[src/rtl/core/scq_pkg.sv]
package scq_pkg;

    localparam int NOTE_W        = 7;
    localparam int STEP_W        = 4;
    localparam int COUNT_W       = 4;
    localparam int TABLE_ENTRIES = 12;
    localparam int TABLE_W       = TABLE_ENTRIES * STEP_W;
    localparam int SEMITONES     = 12;
    localparam int CAND_W        = 9;
    localparam int DIFF_W        = 8;
    localparam int CFG_IDX_W     = 2;
    localparam int CFG_DATA_W    = TABLE_W;

    localparam logic [CFG_IDX_W-1:0] CFG_ROOT_NOTE      = 2'd0;
    localparam logic [CFG_IDX_W-1:0] CFG_INTERVAL_COUNT = 2'd1;
    localparam logic [CFG_IDX_W-1:0] CFG_INTERVAL_TABLE = 2'd2;

    typedef struct packed {
        logic start;
        logic step;
        logic load_out;
    } scq_cmd_t;

    typedef struct packed {
        logic empty;
        logic scan_last;
    } scq_stat_t;

endpackage

[src/rtl/core/scale_note_quantizer.sv]
// Snaps a note to the nearest note of a scale built as root plus twelve per octave plus
// one of up to twelve interval offsets, over OCTAVE_COUNT octaves, keeping notes 0 to 127.
// Ties go to the higher note; a winning root after a root returns the previous winner.
// An item's scan covers OCTAVE_COUNT octaves of the active interval count (at most
// MAX_INTERVALS and twelve), and is skipped when that count is zero: the scan
// tests one candidate per cycle in a single compare unit, and one item is in work at a time.
// The finished result sits in an output register, so the next item is accepted while it
// waits to be taken.
// Configuration: index 0 root note, 1 interval count, 2 packed interval table.
module scale_note_quantizer #(
    parameter int MAX_INTERVALS = 12,
    parameter int OCTAVE_COUNT  = 11
) (
    input  logic                              aclk,
    input  logic                              aresetn,
    input  logic                              cfg_wr_en,
    input  logic [scq_pkg::CFG_IDX_W-1:0]     cfg_index,
    input  logic [scq_pkg::CFG_DATA_W-1:0]    cfg_wdata,
    input  logic                              s_valid,
    output logic                              s_ready,
    input  logic [scq_pkg::NOTE_W-1:0]        s_input_note,
    input  logic [scq_pkg::NOTE_W-1:0]        s_prior_note,
    output logic                              m_valid,
    input  logic                              m_ready,
    output logic [scq_pkg::NOTE_W-1:0]        m_quantized_note,
    output logic                              m_fell_back
);
    import scq_pkg::*;

    logic [NOTE_W-1:0]  root_note_reg;
    logic [COUNT_W-1:0] interval_count_reg;
    logic [TABLE_W-1:0] interval_table_reg;
    scq_cmd_t           cmd;
    scq_stat_t          stat;

    always_ff @(posedge aclk) begin
        if (!aresetn) begin
            root_note_reg      <= '0;
            interval_count_reg <= COUNT_W'(7);
            interval_table_reg <= '0;
        end else if (cfg_wr_en) begin
            unique case (cfg_index)
                CFG_ROOT_NOTE:      root_note_reg      <= cfg_wdata[NOTE_W-1:0];
                CFG_INTERVAL_COUNT: interval_count_reg <= cfg_wdata[COUNT_W-1:0];
                CFG_INTERVAL_TABLE: interval_table_reg <= cfg_wdata[TABLE_W-1:0];
                default: begin
                end
            endcase
        end
    end

    scq_ctrl u_ctrl (
        .aclk    (aclk),
        .aresetn (aresetn),
        .s_valid (s_valid),
        .s_ready (s_ready),
        .m_valid (m_valid),
        .m_ready (m_ready),
        .stat    (stat),
        .cmd     (cmd)
    );

    scq_datapath #(
        .MAX_INTERVALS (MAX_INTERVALS),
        .OCTAVE_COUNT  (OCTAVE_COUNT)
    ) u_datapath (
        .aclk             (aclk),
        .aresetn          (aresetn),
        .cmd              (cmd),
        .stat             (stat),
        .root_note        (root_note_reg),
        .interval_count   (interval_count_reg),
        .interval_table   (interval_table_reg),
        .s_input_note     (s_input_note),
        .s_prior_note     (s_prior_note),
        .m_quantized_note (m_quantized_note),
        .m_fell_back      (m_fell_back)
    );

endmodule

[src/rtl/core/scq_ctrl.sv]
module scq_ctrl (
    input  logic              aclk,
    input  logic              aresetn,
    input  logic              s_valid,
    output logic              s_ready,
    output logic              m_valid,
    input  logic              m_ready,
    input  scq_pkg::scq_stat_t stat,
    output scq_pkg::scq_cmd_t  cmd
);
    import scq_pkg::*;

    typedef enum logic [1:0] {
        ST_IDLE,
        ST_SCAN,
        ST_FIN
    } state_t;

    state_t state_reg;
    state_t state_next;
    logic   m_valid_reg;
    logic   m_valid_next;
    logic   out_free;

    assign out_free = !m_valid_reg || m_ready;
    assign s_ready  = (state_reg == ST_IDLE);
    assign m_valid  = m_valid_reg;

    always_comb begin
        state_next   = state_reg;
        m_valid_next = m_valid_reg && !m_ready;
        cmd          = '0;
        unique case (state_reg)
            ST_IDLE: begin
                if (s_valid) begin
                    cmd.start  = 1'b1;
                    state_next = ST_SCAN;
                end
            end
            ST_SCAN: begin
                if (stat.empty) begin
                    state_next = ST_FIN;
                end else begin
                    cmd.step = 1'b1;
                    if (stat.scan_last) begin
                        state_next = ST_FIN;
                    end
                end
            end
            ST_FIN: begin
                if (out_free) begin
                    cmd.load_out = 1'b1;
                    m_valid_next = 1'b1;
                    state_next   = ST_IDLE;
                end
            end
            default: begin
                state_next = ST_IDLE;
            end
        endcase
    end

    always_ff @(posedge aclk) begin
        if (!aresetn) begin
            state_reg   <= ST_IDLE;
            m_valid_reg <= 1'b0;
        end else begin
            state_reg   <= state_next;
            m_valid_reg <= m_valid_next;
        end
    end

endmodule

[src/rtl/core/scq_datapath.sv]
module scq_datapath #(
    parameter int MAX_INTERVALS = 12,
    parameter int OCTAVE_COUNT  = 11
) (
    input  logic                               aclk,
    input  logic                               aresetn,
    input  scq_pkg::scq_cmd_t                  cmd,
    output scq_pkg::scq_stat_t                 stat,
    input  logic [scq_pkg::NOTE_W-1:0]         root_note,
    input  logic [scq_pkg::COUNT_W-1:0]        interval_count,
    input  logic [scq_pkg::TABLE_W-1:0]        interval_table,
    input  logic [scq_pkg::NOTE_W-1:0]         s_input_note,
    input  logic [scq_pkg::NOTE_W-1:0]         s_prior_note,
    output logic [scq_pkg::NOTE_W-1:0]         m_quantized_note,
    output logic                               m_fell_back
);
    import scq_pkg::*;

    localparam int LIM   = (MAX_INTERVALS < TABLE_ENTRIES) ? MAX_INTERVALS : TABLE_ENTRIES;
    localparam int OCT_W = (OCTAVE_COUNT > 1) ? $clog2(OCTAVE_COUNT) : 1;
    localparam int IDX_W = $clog2(TABLE_ENTRIES);

    localparam logic [COUNT_W-1:0] LIM_C    = COUNT_W'(LIM);
    localparam logic [OCT_W-1:0]   OCT_LAST = OCT_W'(OCTAVE_COUNT - 1);

    logic [STEP_W-1:0]  steps [TABLE_ENTRIES];
    logic [COUNT_W-1:0] count_eff;
    logic               idx_last;

    logic [NOTE_W-1:0]  note_reg;
    logic [NOTE_W-1:0]  prior_reg;
    logic [OCT_W-1:0]   oct_reg;
    logic [IDX_W-1:0]   idx_reg;
    logic [CAND_W-1:0]  base_reg;
    logic               have_best_reg;
    logic [NOTE_W-1:0]  best_reg;
    logic [DIFF_W-1:0]  best_diff_reg;
    logic               have_second_reg;
    logic [NOTE_W-1:0]  second_reg;
    logic [NOTE_W-1:0]  q_reg;
    logic               fb_reg;

    logic [CAND_W-1:0]  cand;
    logic [NOTE_W-1:0]  cand_note;
    logic               cand_ok;
    logic [DIFF_W-1:0]  diff;
    logic               take;
    logic               swap_root;
    logic [NOTE_W-1:0]  result;

    for (genvar g = 0; g < TABLE_ENTRIES; g++) begin : g_steps
        assign steps[g] = interval_table[g*STEP_W +: STEP_W];
    end

    assign count_eff = (interval_count > LIM_C) ? LIM_C : interval_count;
    assign idx_last  = ({1'b0, idx_reg} == ({1'b0, count_eff} - (COUNT_W+1)'(1)));

    assign stat.empty     = (count_eff == '0);
    assign stat.scan_last = idx_last && (oct_reg == OCT_LAST);

    assign cand      = base_reg + CAND_W'(steps[idx_reg]);
    assign cand_note = cand[NOTE_W-1:0];
    assign cand_ok   = (cand[CAND_W-1:NOTE_W] == '0);
    assign diff      = (cand_note > note_reg) ? DIFF_W'(cand_note - note_reg)
                                              : DIFF_W'(note_reg - cand_note);
    assign take      = cand_ok && ((diff < best_diff_reg) ||
                       (diff == best_diff_reg && have_best_reg && cand_note > best_reg));

    assign swap_root = (best_reg == root_note) && (prior_reg == root_note) && have_second_reg;
    assign result    = !have_best_reg ? note_reg : (swap_root ? second_reg : best_reg);

    always_ff @(posedge aclk) begin
        if (!aresetn) begin
            have_best_reg   <= 1'b0;
            have_second_reg <= 1'b0;
        end else if (cmd.start) begin
            have_best_reg   <= 1'b0;
            have_second_reg <= 1'b0;
        end else if (cmd.step && take) begin
            have_best_reg <= 1'b1;
            if (have_best_reg) begin
                have_second_reg <= 1'b1;
            end
        end
    end

    always_ff @(posedge aclk) begin
        if (cmd.start) begin
            note_reg      <= s_input_note;
            prior_reg     <= s_prior_note;
            oct_reg       <= '0;
            idx_reg       <= '0;
            base_reg      <= CAND_W'(root_note);
            best_diff_reg <= DIFF_W'(1 << NOTE_W);
        end else if (cmd.step) begin
            if (idx_last) begin
                idx_reg  <= '0;
                oct_reg  <= oct_reg + OCT_W'(1);
                base_reg <= base_reg + CAND_W'(SEMITONES);
            end else begin
                idx_reg <= idx_reg + IDX_W'(1);
            end
            if (take) begin
                second_reg    <= best_reg;
                best_reg      <= cand_note;
                best_diff_reg <= diff;
            end
        end
        if (cmd.load_out) begin
            q_reg  <= result;
            fb_reg <= !have_best_reg;
        end
    end

    assign m_quantized_note = q_reg;
    assign m_fell_back      = fb_reg;

endmodule

[config.mk]
export PLATFORM = sky130hd
export DESIGN_NAME = scale_note_quantizer
export DESIGN_NICKNAME = d
export VERILOG_FILES = /design/src/rtl/core/scq_pkg.sv /design/src/rtl/core/scale_note_quantizer.sv /design/src/rtl/core/scq_ctrl.sv /design/src/rtl/core/scq_datapath.sv
export SDC_FILE = /design/constraint.sdc
export NUM_CORES = 1
export LEC_CHECK = 0
export ABC_AREA = 1
export BUFFER_PORTS_ARGS = -buffer_cell sky130_fd_sc_hd__buf_2
export CORE_MARGIN = 1.5
export CORE_UTILIZATION = 52
export CTS_BUF_LIST = sky130_fd_sc_hd__clkbuf_8
export CTS_CLUSTER_DIAMETER = 50
export DETAILED_ROUTE_END_ITERATION = 8
export GPL_TIMING_DRIVEN = 0
export PLACE_DENSITY = 0.72
export SKIP_LAST_GASP = 1
export SYNTH_ARGS = -nofsm -noshare
export SYNTH_HDL_FRONTEND = slang
export SYNTH_HIERARCHICAL = 1
export SYNTH_SLANG_ARGS = --single-unit
[constraint.sdc]
create_clock -name aclk -period 9.61 [get_ports aclk]
set_clock_uncertainty 0.15 [all_clocks]
set_input_delay 0 -clock aclk [delete_from_list [all_inputs] [get_ports aclk]]
set_output_delay 0 -clock aclk [all_outputs]
set_load 0.02 [all_outputs]
==> results.txt, run 1 <==
----------------------------------------------------
[Outcome]
  Status ... finished clean

[Setup path]
  CP max stage cell ... sky130_fd_sc_hd__nor2_1
  Number of buffers and inverters on the critical path ... 4
  Arr. time, crit path ... approximately 6.7 ns
  Cell family contributing the most delay on the critical path ... simple AND/OR/NAND/NOR gates
  Critical-path maximum fanout ... 14
  Worst flop-to-flop path endpoint ... u_datapath/second_reg[5]
  Kind of capture point of the worst setup path ... flop
  Worst setup path class ... reg -> reg
  FF-to-FF Start ... u_datapath/idx_reg[0]
  Cell type with the highest occurrence count on the critical path ... sky130_fd_sc_hd__nand2_1
  Required time of the critical path ... about 9.5 ns
  Slowest Stage Delay on Critical Path ... 0.83 ns
  Reg-to-reg slack, setup ... between 2 and 3 ns
  Setup crit start kind ... flop
  Logic depth of the worst register-to-register path ... 31

[Logic synthesis]
  Synth cell types ... 38
  Number of enable flip-flop cells after synthesis ... 43
  Cells taking the most area after synthesis ... sky130_fd_sc_hd__dfxtp_1 22%, sky130_fd_sc_hd__edfxtp_1 17%, sky130_fd_sc_hd__nand2_1 14%
  Post-synth design cell area ... 7392 µm²
  Dominant synthesized flop cell ... sky130_fd_sc_hd__dfxtp_1
  Share of synthesized area occupied by flip-flops and latches ... between 30% and 40%
  Mapped Cells ... around 1.0k
  Net count after synthesis ... approximately 1.2k
  Number of synthesis warnings ... 6
  Top-area cell type share of the netlist area ... between 20% and 30%
  Top cell type by total area after synthesis ... sky130_fd_sc_hd__dfxtp_1
  Number of register bits inferred by synthesis ... ~130
  Mean instance size in the synthesized netlist ... 7.060 µm²
  Async S/R FF share, synth ... 0%

[Min path]
  Endpoint with the worst hold slack ... u_datapath/prior_reg[6]
  Class of the most critical hold timing path ... in -> reg
  Worst hold path startpoint ... s_prior_note[6]
  Hold path cells ... 2

[Die]
  Total number of placement rows ... 43
  Die height ... ~120 µm
  Chip width ... 122.2 µm
  Core area ... approximately 14000 µm²
  # IOs ... 79
  Die footprint ... 14940 µm²
  Starting density of the core ... a little over half

[Timing]
  Relative slew margins ... a little over a quarter
  Total of endpoints with negative setup slack in the final report ... 0
  Count of final hold-check violations ... 0
  Worst-Margin Slew ... between 1 and 1.5 ns
  Fmax ... approximately 150 MHz
  Fin Setup TNS ... 0 ns
  Setup repair after global routing missed its margin ... no
  Final max-slew violation count ... 0
  Post-route clock period utilization ... between 70 and 80%
  Min Tclk post-route ... 6.779 ns

[Placed design]
  Placer Congestion ... roughly 0.8
  Placed Instance Area ... approximately 8000 µm²
  Placed wire-length estimate after detailed placement ... about 12000 µm
  PortBufs ... 77

[Drt]
  Routed length per instance ... between 10 and 15 µm
  Top layer used by detailed routing ... met4
  Met1 Wirelength ... 7844 µm
  Post-detailed-route count of antenna-violating nets ... 0
  Wire length on met3 ... about 720 µm
  Detailed Route Iter0 Violations ... 338
  Total number of vias ... ~7k
  DR vias/cell ... about 4.9
  Wire length on met2 ... 9104 µm
  Post-route DRC ... 0
  Sum of routed wire length over all layers ... 18200 µm
  1st-pass router iterations ... 5

[Final layout]
  Layout overhead on the synthesized area ... 24.26%
  Core Util, Final ... about two thirds
  Final std cell area, no fill ... approximately 9200 µm²
  Antenna diode instance count ... 0
  Post-layout net count ... 1334
  Number of flip-flops in the largest register ... 48
  Share of post-route cells with drive strength above 1 ... between 10% and 20%

[Clock network]
  Clock sink count ... between 100 and 150
  Clock tree from TritonCTS ... built
  Max clock buf depth ... 2
  Clock transition at the register clock pins on the worst setup and hold paths after CTS ... ~0.08 ns
  H-Tree Level Count ... 4
  Worst skew pair latency ... 0.45 ns
  Post-CTS Setup Bufs ... 0
  CTS root buffer ... sky130_fd_sc_hd__clkbuf_8
  Number of buffers inserted during clock tree synthesis ... 17

[GRT]
  Overall routing resource usage ... 25.66%
  Maximum number of pins on one net before global-route repair ... 22
  Antenna violations before repair ... 0
  Via count of the first global-routing pass ... 6460
  Total congestion overflow after global routing ... 0
  First-pass GRT wire length ... 29640 µm

[Power]
  Post-layout total power ... approximately 1800 µW
  PwrDens ... around 190 nW/µm²
  VDD IR max ... roughly 0.11 mV
  Leakage power figure ... 0.004673 µW

[Job]
  Max-cap violation count ... 0

----------------------------------------------------
[worst register-to-register path, delay by kind of cell (launching register included)]
| kind | cells | cell delay [ns] |
|---|---|---|
| fa+ha+maj | 4 | 1.15 |
| xor+xnor | 1 | 0.57 |
| compound gates | 2 | 0.51 |
| simple gates | 20 | 2.83 |
| buf+inv | 4 | 0.84 |
| flops | 1 | 0.34 |
[per-layer routing]
metal	vias to the layer above	track usage, %
met5	-	0
met4	0	10.97
met3	39	5.716
met2	159	45.46
met1	3127	29.73
li1	3594	-
[cells in the final DEF, fill, tap and decap left out, types with 3 or more instances in the layout]
cell type	n
sky130_fd_sc_hd__nand2_1	278
sky130_fd_sc_hd__nor2_1	181
sky130_fd_sc_hd__inv_1	167
sky130_fd_sc_hd__buf_2	96
sky130_fd_sc_hd__dfxtp_1	82
sky130_fd_sc_hd__dlygate4sd3_1	81
sky130_fd_sc_hd__nand3_1	59
sky130_fd_sc_hd__edfxtp_1	43
sky130_fd_sc_hd__ha_1	38
sky130_fd_sc_hd__a21oi_1	32
sky130_fd_sc_hd__o21ai_0	20
sky130_fd_sc_hd__xor2_1	18
sky130_fd_sc_hd__clkbuf_8	17
sky130_fd_sc_hd__clkbuf_1	12
sky130_fd_sc_hd__nand4_1	10
sky130_fd_sc_hd__nor2_2	8
sky130_fd_sc_hd__xnor2_1	8
sky130_fd_sc_hd__o32ai_1	8
sky130_fd_sc_hd__nand2_2	7
sky130_fd_sc_hd__inv_2	6
sky130_fd_sc_hd__buf_6	6
sky130_fd_sc_hd__inv_6	5
sky130_fd_sc_hd__o211ai_1	5
sky130_fd_sc_hd__nand3_2	4
sky130_fd_sc_hd__clkinv_4	4
sky130_fd_sc_hd__o21ai_1	4
sky130_fd_sc_hd__mux2i_1	4
sky130_fd_sc_hd__o221ai_1	4
sky130_fd_sc_hd__buf_4	3
sky130_fd_sc_hd__clkinv_1	3
sky130_fd_sc_hd__o22ai_1	3
sky130_fd_sc_hd__fa_1	3
[worst max-delay path by stage]
stage / from / to / depth (start not counted)
finish: u_datapath/idx_reg[0] / u_datapath/second_reg[5] / 31
global route: u_datapath/idx_reg[0] / u_datapath/second_reg[6] / 31
CTS: u_datapath/idx_reg[0] / u_datapath/best_reg[5] / 31
detailed placement: u_datapath/idx_reg[0] / u_datapath/best_reg[5] / 31
global placement: u_datapath/idx_reg[0] / u_datapath/best_reg[5] / 29
floorplan: u_datapath/idx_reg[0] / u_datapath/best_reg[0] / 35
[area by class of cell]
class | count | area, µm²
sequential | 125 | 2933
timing repair buffer | 158 | 1196
clock buffer | 17 | 234.0
multi-input combinational | 707 | 3572
fill | 1210 | 4696
tap | 180 | 225.2
buffer | 40 | 230.2
clock inverter | 15 | 137.6
inverter | 175 | 656.9
[synth_stat cells (all sizes together) (10+ instances only)]
cell / n
a21oi: 32
nand3: 64
nand4: 10
o21ai: 24
inv: 173
edfxtp: 43
nand2: 286
buf: 28
nor2: 189
xor2: 18
clkbuf: 12
ha: 38
dfxtp: 82
[cells by family after synthesis]
logic type	count (synthesis)	share of synthesized area, %
adders and majority gates	41	7.245
muxes	4	0.5417
buffers and inverters	215	12.00
and+or+nand+nor	556	30.99
AOI/OAI and AO/OA	79	6.246
DFF	125	39.67
xor gates and xnor gates	27	3.301
[report_power, final]
group,switching [µW],internal [µW],total [µW]
Combinational,440,271,711
Sequential,25.9,608,634
Clock,230,207,437
[what timing repair did]
action | CTS | global route
hold endpoints to repair | 78 | 0
hold buffers | 81 | 0
gates resized for setup | 0 | 0
[through the flow]
stage / worst slack [ns] / hold slack, ns / cells
after floorplan: 4.264 / -0.05113 / 1047
after global placement: 2.905 / 0.02691 / 1304
after detailed placement: 2.835 / 0.02809 / 1304
after CTS: 2.803 / 0.08217 / 1417
after global routing: 2.420 / 0.08202 / 1417
final: 2.831 / 0.1090 / 1417
Power figures use the tool's default switching activity.
==> run 2: changes to the inputs <==
--- a/config.mk
+++ b/config.mk
@@ -5,7 +5,7 @@
 export SDC_FILE = /design/constraint.sdc
 export NUM_CORES = 1
 export LEC_CHECK = 0
-export ABC_AREA = 1
+export ABC_AREA = 0
 export BUFFER_PORTS_ARGS = -buffer_cell sky130_fd_sc_hd__buf_2
 export CORE_MARGIN = 1.5
 export CORE_UTILIZATION = 52
@@ -13,7 +13,7 @@
 export CTS_CLUSTER_DIAMETER = 50
 export DETAILED_ROUTE_END_ITERATION = 8
 export GPL_TIMING_DRIVEN = 0
-export PLACE_DENSITY = 0.72
+export PLACE_DENSITY = 0.75
 export SKIP_LAST_GASP = 1
 export SYNTH_ARGS = -nofsm -noshare
 export SYNTH_HDL_FRONTEND = slang
==> constraint.sdc (replaced) <==
create_clock -name aclk -period 5.8 [get_ports aclk]
set_clock_uncertainty 0.15 [all_clocks]
set_input_delay 0 -clock aclk [delete_from_list [all_inputs] [get_ports aclk]]
set_output_delay 0 -clock aclk [all_outputs]
set_load 0.02 [all_outputs]
==> run 2 against run 1 <==
Design area is 3.1% higher. The run now ends with negative setup slack left. Power is 71% higher. Register-to-register slack worse by 3.3 ns. Worst hold slack got worse by 0.0082 ns.
==> results.txt, run 2 <==
----------------------------------------------------
[Setup path]
  Cell type with the highest occurrence count on the critical path ... sky130_fd_sc_hd__buf_6
  Required time of the critical path ... 5.82 ns
  Critical-path maximum fanout ... 7
  Number of buffers and inverters on the critical path ... 6
  CP max stage cell ... sky130_fd_sc_hd__mux4_2
  Slowest Stage Delay on Critical Path ... between 0.5 and 0.6 ns
  Kind of capture point of the worst setup path ... flop
  Cell family contributing the most delay on the critical path ... compound AO/OA/AOI/OAI gates
  Setup crit start kind ... flop
  Worst setup path class ... reg -> reg
  Arr. time, crit path ... around 6.3 ns

[Power]
  Seq pwr share ... roughly a third
  Internal cell power ... roughly 2000 µW
  Leakage power figure ... approximately 0.0039 µW
  Net switching power ... slightly above 1000 µW
  PwrDens ... between 300 and 400 nW/µm²
  Combinational share of power ... 43.1%
  VDD IR max ... around 0.24 mV
  Switching portion of total power ... 34.21%
  Clock share of power ... a little over a fifth

[Timing]
  Fin Setup TNS ... -9.235 ns
  Setup repair after global routing missed its margin ... yes
  Worst Hold Slack ... a little over 0.1 ns
  Final worst slack ... -0.4336 ns
  Post-route clock period utilization ... 107.5%
  Count of final hold-check violations ... 0
  Final max-slew violation count ... 0
  Relative slew margins ... 40.30%
  Worst-Margin Slew ... 0.8937 ns
  Min Tclk post-route ... around 6.2 ns
  Fmax ... ~160 MHz
  Total of endpoints with negative setup slack in the final report ... 24

[Outcome]
  Status ... complete, but fails checks
  Violations in the final reports ... negative setup slack

[Clock network]
  Number of buffers inserted during clock tree synthesis ... 17
  H-Tree Level Count ... 4
  Worst skew pair latency ... 0.46 ns
  Max clock buf depth ... 2
  Clock sink count ... around 130
  Clock tree from TritonCTS ... built
  Clock transition at the register clock pins on the worst setup and hold paths after CTS ... approximately 0.070 ns
  CTS root buffer ... sky130_fd_sc_hd__clkbuf_8

[Die]
  Chip width ... between 100 and 150 µm
  Total number of placement rows ... between 40 and 50
  Core area ... 13190 µm²
  # IOs ... a little under 80
  Die footprint ... 14190 µm²
  Die height ... between 100 and 150 µm
  Starting density of the core ... 53.18%

[Logic synthesis]
  Library cell with the highest instance count after synthesis ... sky130_fd_sc_hd__nand2_1
  Number of register bits inferred by synthesis ... around 130
  Cells taking the most area after synthesis ... sky130_fd_sc_hd__dfxtp_1 23%, sky130_fd_sc_hd__edfxtp_1 18%, sky130_fd_sc_hd__mux2i_1 9.6%
  Async S/R FF share, synth ... 0%
  Share of synthesized area occupied by flip-flops and latches ... roughly two fifths
  Dominant synthesized flop cell ... sky130_fd_sc_hd__dfxtp_1
  Fraction of synthesized area in multiplexers ... a little over an eighth
  XOR/XNOR share of the synthesized area ... around 2.6%
  Number of enable flip-flop cells after synthesis ... between 40 and 50
  Leading post-synthesis cells by instance count ... 129 x sky130_fd_sc_hd__nand2_1, 82 x sky130_fd_sc_hd__dfxtp_1, 67 x sky130_fd_sc_hd__mux2i_1
  Post-Synth Simple-Gate Area ... around 16%
  Number of synthesis warnings ... 6
  Adder-Cell Fraction of Synth Area ... between 7 and 8%
  Mean instance size in the synthesized netlist ... 9.715 µm²
  Top-area cell type share of the netlist area ... 23.40%
  Net count after synthesis ... 832
  Post-synth design cell area ... 7014 µm²
  Combinational family with the most area after synthesis ... simple AND/OR/NAND/NOR gates
  Synth cell types ... 73
  Mapped Cells ... approximately 720
  Post-synthesis compound-gate area fraction ... 12.24%
  Top cell type by total area after synthesis ... sky130_fd_sc_hd__dfxtp_1

[Final layout]
  Layout overhead on the synthesized area ... 35.00%
  Post-layout net count ... roughly 1.0k
  Share of post-route cells with drive strength above 1 ... 25.58%
  Antenna diode instance count ... 0
  Number of flip-flops in the largest register ... 48
  Leading cell types in the layout, fill and taps excluded ... 127 x sky130_fd_sc_hd__nand2_1, 89 x sky130_fd_sc_hd__buf_2, 81 x sky130_fd_sc_hd__dfxtp_1
  Most common cell after layout, fill and taps aside ... sky130_fd_sc_hd__nand2_1
  Cell Count, Final, Fillers Out ... around 1.1k

[Drt]
  DR vias/cell ... 5.580
  Post-route DRC ... 0
  Detailed Route Iter0 Violations ... 476
  Post-detailed-route count of antenna-violating nets ... 0
  Total number of vias ... between 6k and 7k
  Sum of routed wire length over all layers ... ~20000 µm
  Routed length per instance ... roughly 18 µm
  1st-pass router iterations ... 5

[Placed design]
  Placer Congestion ... approximately 0.91
  Placed cells ... about 1000
  Placed wire-length estimate after detailed placement ... 12930 µm
  PortBufs ... just under 80

[GRT]
  First-pass GRT wire length ... 30900 µm
  Overall routing resource usage ... 27.90%
  Antenna violations before repair ... 0
  Maximum number of pins on one net before global-route repair ... 17
  Via count of the first global-routing pass ... 6445
  Total congestion overflow after global routing ... 0

[Min path]
  Class of the most critical hold timing path ... in -> reg

[Job]
  Max-cap violation count ... 0

----------------------------------------------------
==> run 2: cell types whose count changed in the layout (fill, tap and decap cells not counted), moves of 9 or more <==
cell and delta:
sky130_fd_sc_hd__and3_1 +9, sky130_fd_sc_hd__buf_4 +38, sky130_fd_sc_hd__inv_1 -120, sky130_fd_sc_hd__mux2i_1 +62, sky130_fd_sc_hd__mux4_2 +12, sky130_fd_sc_hd__nand2_1 -151, sky130_fd_sc_hd__nand3_1 -48, sky130_fd_sc_hd__nor2_1 -148
sky130_fd_sc_hd__nor3_1 +11, sky130_fd_sc_hd__xor2_1 -11
==> run 2: worst register-to-register path: stages (launching register included) <==
cell and delay [ns]:
sky130_fd_sc_hd__dfxtp_2 0.35, sky130_fd_sc_hd__buf_8 0.13, sky130_fd_sc_hd__buf_12 0.12, sky130_fd_sc_hd__mux4_2 0.51, sky130_fd_sc_hd__mux2i_1 0.21, sky130_fd_sc_hd__o22ai_2 0.15
sky130_fd_sc_hd__ha_2 0.23, sky130_fd_sc_hd__fa_2 0.41, sky130_fd_sc_hd__a21o_1 0.23, sky130_fd_sc_hd__a21oi_4 0.22, sky130_fd_sc_hd__buf_6 0.15, sky130_fd_sc_hd__xnor2_4 0.17
sky130_fd_sc_hd__ha_4 0.26, sky130_fd_sc_hd__buf_6 0.13, sky130_fd_sc_hd__a21o_1 0.21, sky130_fd_sc_hd__a2111oi_4 0.36, sky130_fd_sc_hd__a21oi_1 0.09, sky130_fd_sc_hd__o32ai_2 0.29
sky130_fd_sc_hd__nand2_1 0.14, sky130_fd_sc_hd__nor2_1 0.13, sky130_fd_sc_hd__ha_1 0.17, sky130_fd_sc_hd__nand4_1 0.16, sky130_fd_sc_hd__buf_4 0.19, sky130_fd_sc_hd__o41ai_4 0.34
sky130_fd_sc_hd__nand2_2 0.14, sky130_fd_sc_hd__nor2_4 0.17, sky130_fd_sc_hd__buf_6 0.16
==> run 2: power by group through the flow <==
stage,registers [µW],clock network [µW],logic (µW)
floorplan,1060,0,654
global placement,1070,0,828
detailed placement,1070,0,856
CTS,1050,679,1100
global route,1070,712,1410
finish,1060,669,1310
==> run 2: area by class of cell <==
type / instances / area, µm²
multi-input combinational: 509 / 4030
fill: 925 / 3721
sequential: 125 / 2934
timing repair buffer: 196 / 1515
clock buffer: 21 / 289.0
buffer: 41 / 264.0
tap: 176 / 220.2
inverter: 45 / 168.9
clock inverter: 9 / 47.55
==> run 2: path summary, 6_finish.rpt <==
check,slack [ns],startpoint,to,depth (start not counted)
worst min-delay path,0.10,s_prior_note[0],u_datapath/prior_reg[0],2
worst max-delay path,-0.43,u_datapath/idx_reg[0],u_datapath/second_reg[5],26
worst max register to register,-0.43,u_datapath/idx_reg[0],u_datapath/second_reg[5],26
worst min register to register,0.31,interval_table_reg[26],interval_table_reg[26],2
==> run 2: cell families (layout without fill, tap and decap cells) <==
logic type      count (synthesis)  after routing
buf+inv                        88            312
mux                            79             79
fa+ha+maj                      41             41
flops                         125            125
compound gates                122            122
simple gates                  247            247
xor+xnor                       20             20
==> run 2: per-stage QoR <==
step	util, %	total power, µW	setup slack (ns)	instance area (µm²)
after floorplan	-	1710	0.007942	7129
after global placement	58.68	1897	-0.9782	7740
after detailed placement	58.68	1930	-1.129	7740
after CTS	69.39	2839	-0.4678	9153
after global routing	71.79	3187	-0.6138	9469
final	71.79	3040	-0.4336	9469
==> run 2: per-layer routing <==
metal | track usage [%] | vias up | part of all wire [%]
li1 | - | 2996 | -
met5 | 0 | - | 0
met2 | 52.85 | 218 | 54
met1 | 30.44 | 3010 | 39
met4 | 10.09 | 0 | 2.1
met3 | 5.843 | 37 | 4.3
==> run 2: what timing repair did <==
action / 4_1_cts / 5_1_grt
hold buffers: 73 / 0
cloned: 1 / 0
gates resized for setup: 17 / 41
buffers inserted: 31 / 20
hold endpoints to repair: 78 / 0
pin swaps: 15 / 33
endpoints found under the setup margin: 24 / 24
==> run 3: changes to the inputs <==
--- a/config.mk
+++ b/config.mk
@@ -14,6 +14,7 @@
 export DETAILED_ROUTE_END_ITERATION = 8
 export GPL_TIMING_DRIVEN = 0
 export PLACE_DENSITY = 0.75
+export SKIP_CTS_REPAIR_TIMING = 1
 export SKIP_LAST_GASP = 1
 export SYNTH_ARGS = -nofsm -noshare
 export SYNTH_HDL_FRONTEND = slang
==> run 3 against run 2 <==
The run still ends with negative setup slack left. Setup slack got worse by 0.14 ns. Non-clock buffer count fell by 18. Wire length fell by 3.7%. First-iteration DRC count fell by 7.4%. Utilization fell by 1.8 points. Global-route usage fell by 3.2 points. Power fell by 4.9%. Final cell count fell by 1.6%. Count of clock-buffer cells in the layout did not move. Die area did not move. Highest routed layer unchanged.
==> results.txt, run 3 (synthesis gave the netlist of run 2 again) <==
----------------------------------------------------
[Setup path]
  Worst setup path class ... reg -> reg
  Arr. time, crit path ... around 6.5 ns
  Kind of capture point of the worst setup path ... flop
  Cell family contributing the most delay on the critical path ... compound AO/OA/AOI/OAI gates
  Number of buffers and inverters on the critical path ... 7
  Critical-path maximum fanout ... 7
  FF-to-FF Start ... u_datapath/idx_reg[0]
  Required time of the critical path ... 5.87 ns
  Slowest Stage Delay on Critical Path ... 0.52 ns
  Reg-to-reg slack, setup ... -0.58 ns
  Worst flop-to-flop path endpoint ... u_datapath/best_reg[1]
  CP max stage cell ... sky130_fd_sc_hd__mux4_2
  Setup crit start kind ... flop
  Logic depth of the worst register-to-register path ... 27

[Power]
  Combinational share of power ... between 40% and 50%
  VDD IR max ... 0.1756 mV
  Internal cell power ... 1902 µW
  Clock share of power ... a little under a quarter
  Switching portion of total power ... between 30% and 40%
  Net switching power ... slightly below 1000 µW
  Post-layout total power ... 2891 µW
  PwrDens ... roughly 310 nW/µm²
  Seq pwr share ... 36.6%
  Leakage power figure ... 0.003870 µW

[Final layout]
  Post-layout net count ... a little over 1k
  Leading cell types in the layout, fill and taps excluded ... 127 x sky130_fd_sc_hd__nand2_1, 89 x sky130_fd_sc_hd__buf_2, 81 x sky130_fd_sc_hd__dfxtp_1
  Antenna diode instance count ... 0
  Share of post-route cells with drive strength above 1 ... roughly a quarter
  Sequential cell area ... 2934 µm²
  Most common cell after layout, fill and taps aside ... sky130_fd_sc_hd__nand2_1
  Fill cell total of the finished layout ... around 960
  Core Util, Final ... approximately 70%
  Layout overhead on the synthesized area ... 31.57%
  Multi-input combinational cell area ... approximately 4000 µm²
  Number of flip-flops in the largest register ... 48

[Outcome]
  Status ... complete, but fails checks
  Violations in the final reports ... negative setup slack

[Timing]
  Final worst slack ... -0.5770 ns
  Count of final hold-check violations ... 0
  Fin Setup TNS ... -12.53 ns
  Min Tclk post-route ... 6.377 ns
  Total of endpoints with negative setup slack in the final report ... 24
  Worst Hold Slack ... 0.1028 ns
  Post-route clock period utilization ... 109.9%
  Fmax ... around 160 MHz
  Worst-Margin Slew ... 0.9173 ns
  Final max-slew violation count ... 0
  Setup repair after global routing missed its margin ... yes
  Relative slew margins ... ~39%

[Min path]
  Hold path cells ... 2
  Worst hold path startpoint ... s_prior_note[0]
  Class of the most critical hold timing path ... in -> reg
  Endpoint with the worst hold slack ... u_datapath/prior_reg[0]

[Placed design]
  Placer Congestion ... between 0.9 and 1
  Placed wire-length estimate after detailed placement ... roughly 13000 µm
  Placement-stage worst setup slack ... -1.129 ns
  PortBufs ... 78

[Job]
  Max-cap violation count ... 0

[Drt]
  Sum of routed wire length over all layers ... roughly 19000 µm
  Post-route DRC ... 0
  Total number of vias ... 6192
  Detailed Route Iter0 Violations ... 441
  Routed length per instance ... 17.21 µm
  1st-pass router iterations ... 5
  Post-detailed-route count of antenna-violating nets ... 0
  DR vias/cell ... about 5.6

[Clock network]
  Max clock buf depth ... 2
  H-Tree Level Count ... 4
  CTS root buffer ... sky130_fd_sc_hd__clkbuf_8
  Clock tree from TritonCTS ... built
  Clock transition at the register clock pins on the worst setup and hold paths after CTS ... about 0.07 ns
  Clock sink count ... 125
  Worst skew pair latency ... about 0.45 ns
  Number of buffers inserted during clock tree synthesis ... 17

[Die]
  Total number of placement rows ... 42
  Die height ... between 100 and 150 µm
  Die footprint ... between 10000 and 15000 µm²
  Core area ... between 10000 and 15000 µm²
  Chip width ... 119.1 µm
  Starting density of the core ... about 53%
  # IOs ... 79

[GRT]
  Overall routing resource usage ... about a quarter
  Via count of the first global-routing pass ... between 5k and 6k
  Antenna violations before repair ... 0
  Total congestion overflow after global routing ... 0
  Maximum number of pins on one net before global-route repair ... 17
  First-pass GRT wire length ... 27460 µm

----------------------------------------------------
[run 3: cell count changes in the layout (fill, tap and decap cells not counted), moves of 2 or more]
cell                            change
sky130_fd_sc_hd__dlygate4sd3_1      -4
sky130_fd_sc_hd__a21oi_4            -3
sky130_fd_sc_hd__buf_4             -14
sky130_fd_sc_hd__ha_1               +4
sky130_fd_sc_hd__a21oi_2            +2
sky130_fd_sc_hd__buf_6              -2
sky130_fd_sc_hd__ha_4               -3
[run 3: area by class of cell]
cell class	count	area share (%)
multi-input combinational	509	42.46
inverter	45	1.830
clock inverter	9	0.5152
timing repair buffer	176	14.75
clock buffer	21	3.132
buffer	43	3.132
sequential	125	31.79
tap	176	2.386
[run 3: power groups by stage]
stage	Sequential [µW]	Combinational (µW)	Clock, µW
2_1_floorplan	1060	654	0
6_report	1060	1170	669
3_3_place_gp	1070	828	0
5_1_grt	1070	1260	712
4_1_cts	1050	856	679
3_5_place_dp	1070	856	0
[run 3: through the flow]
step,area (µm²),instances
after detailed placement,7740,976
after CTS,8077,1006
after floorplan,7129,722
final,9229,1104
after global placement,7740,976
after global routing,9229,1104
[run 3: metal layers]
| metal | global-route usage [%] | part of all wire, % |
|---|---|---|
| met5 | 0 | 0 |
| met2 | 45.01 | 54 |
| met1 | 28.62 | 40 |
| met4 | 7.605 | 1.3 |
| met3 | 5.987 | 4.7 |
[run 3: worst max path at each step]
stage	from	endpoint	slack, ns	depth (start not counted)
floorplan	u_datapath/idx_reg[0]	u_datapath/best_reg[0]	0.008	25
CTS	u_datapath/idx_reg[0]	u_datapath/second_reg[6]	-1.18	24
global placement	u_datapath/idx_reg[0]	u_datapath/second_reg[4]	-0.98	25
detailed placement	u_datapath/idx_reg[0]	u_datapath/second_reg[5]	-1.13	24
finish	u_datapath/idx_reg[0]	u_datapath/best_reg[1]	-0.58	27
global route	u_datapath/idx_reg[0]	u_datapath/best_reg[2]	-0.77	27
[run 3: worst reg2reg max path, cell delays in order, from the launching register on]
cell and delay, ns:
sky130_fd_sc_hd__dfxtp_2 0.35, sky130_fd_sc_hd__buf_8 0.13, sky130_fd_sc_hd__buf_12 0.13, sky130_fd_sc_hd__mux4_2 0.53, sky130_fd_sc_hd__mux2i_1 0.19, sky130_fd_sc_hd__o22ai_2 0.12
sky130_fd_sc_hd__ha_2 0.23, sky130_fd_sc_hd__fa_2 0.41, sky130_fd_sc_hd__a21o_1 0.24, sky130_fd_sc_hd__a21oi_4 0.23, sky130_fd_sc_hd__buf_6 0.14, sky130_fd_sc_hd__xnor2_4 0.15
sky130_fd_sc_hd__ha_1 0.29, sky130_fd_sc_hd__buf_6 0.14, sky130_fd_sc_hd__and3_4 0.17, sky130_fd_sc_hd__clkbuf_8 0.15, sky130_fd_sc_hd__a22oi_1 0.23, sky130_fd_sc_hd__o32a_1 0.26
sky130_fd_sc_hd__o221ai_2 0.13, sky130_fd_sc_hd__xnor2_2 0.19, sky130_fd_sc_hd__ha_1 0.31, sky130_fd_sc_hd__nand4_1 0.23, sky130_fd_sc_hd__o211ai_1 0.39, sky130_fd_sc_hd__o41ai_4 0.14
sky130_fd_sc_hd__buf_4 0.18, sky130_fd_sc_hd__nand2_4 0.09, sky130_fd_sc_hd__nor2_4 0.05, sky130_fd_sc_hd__clkbuf_16 0.19
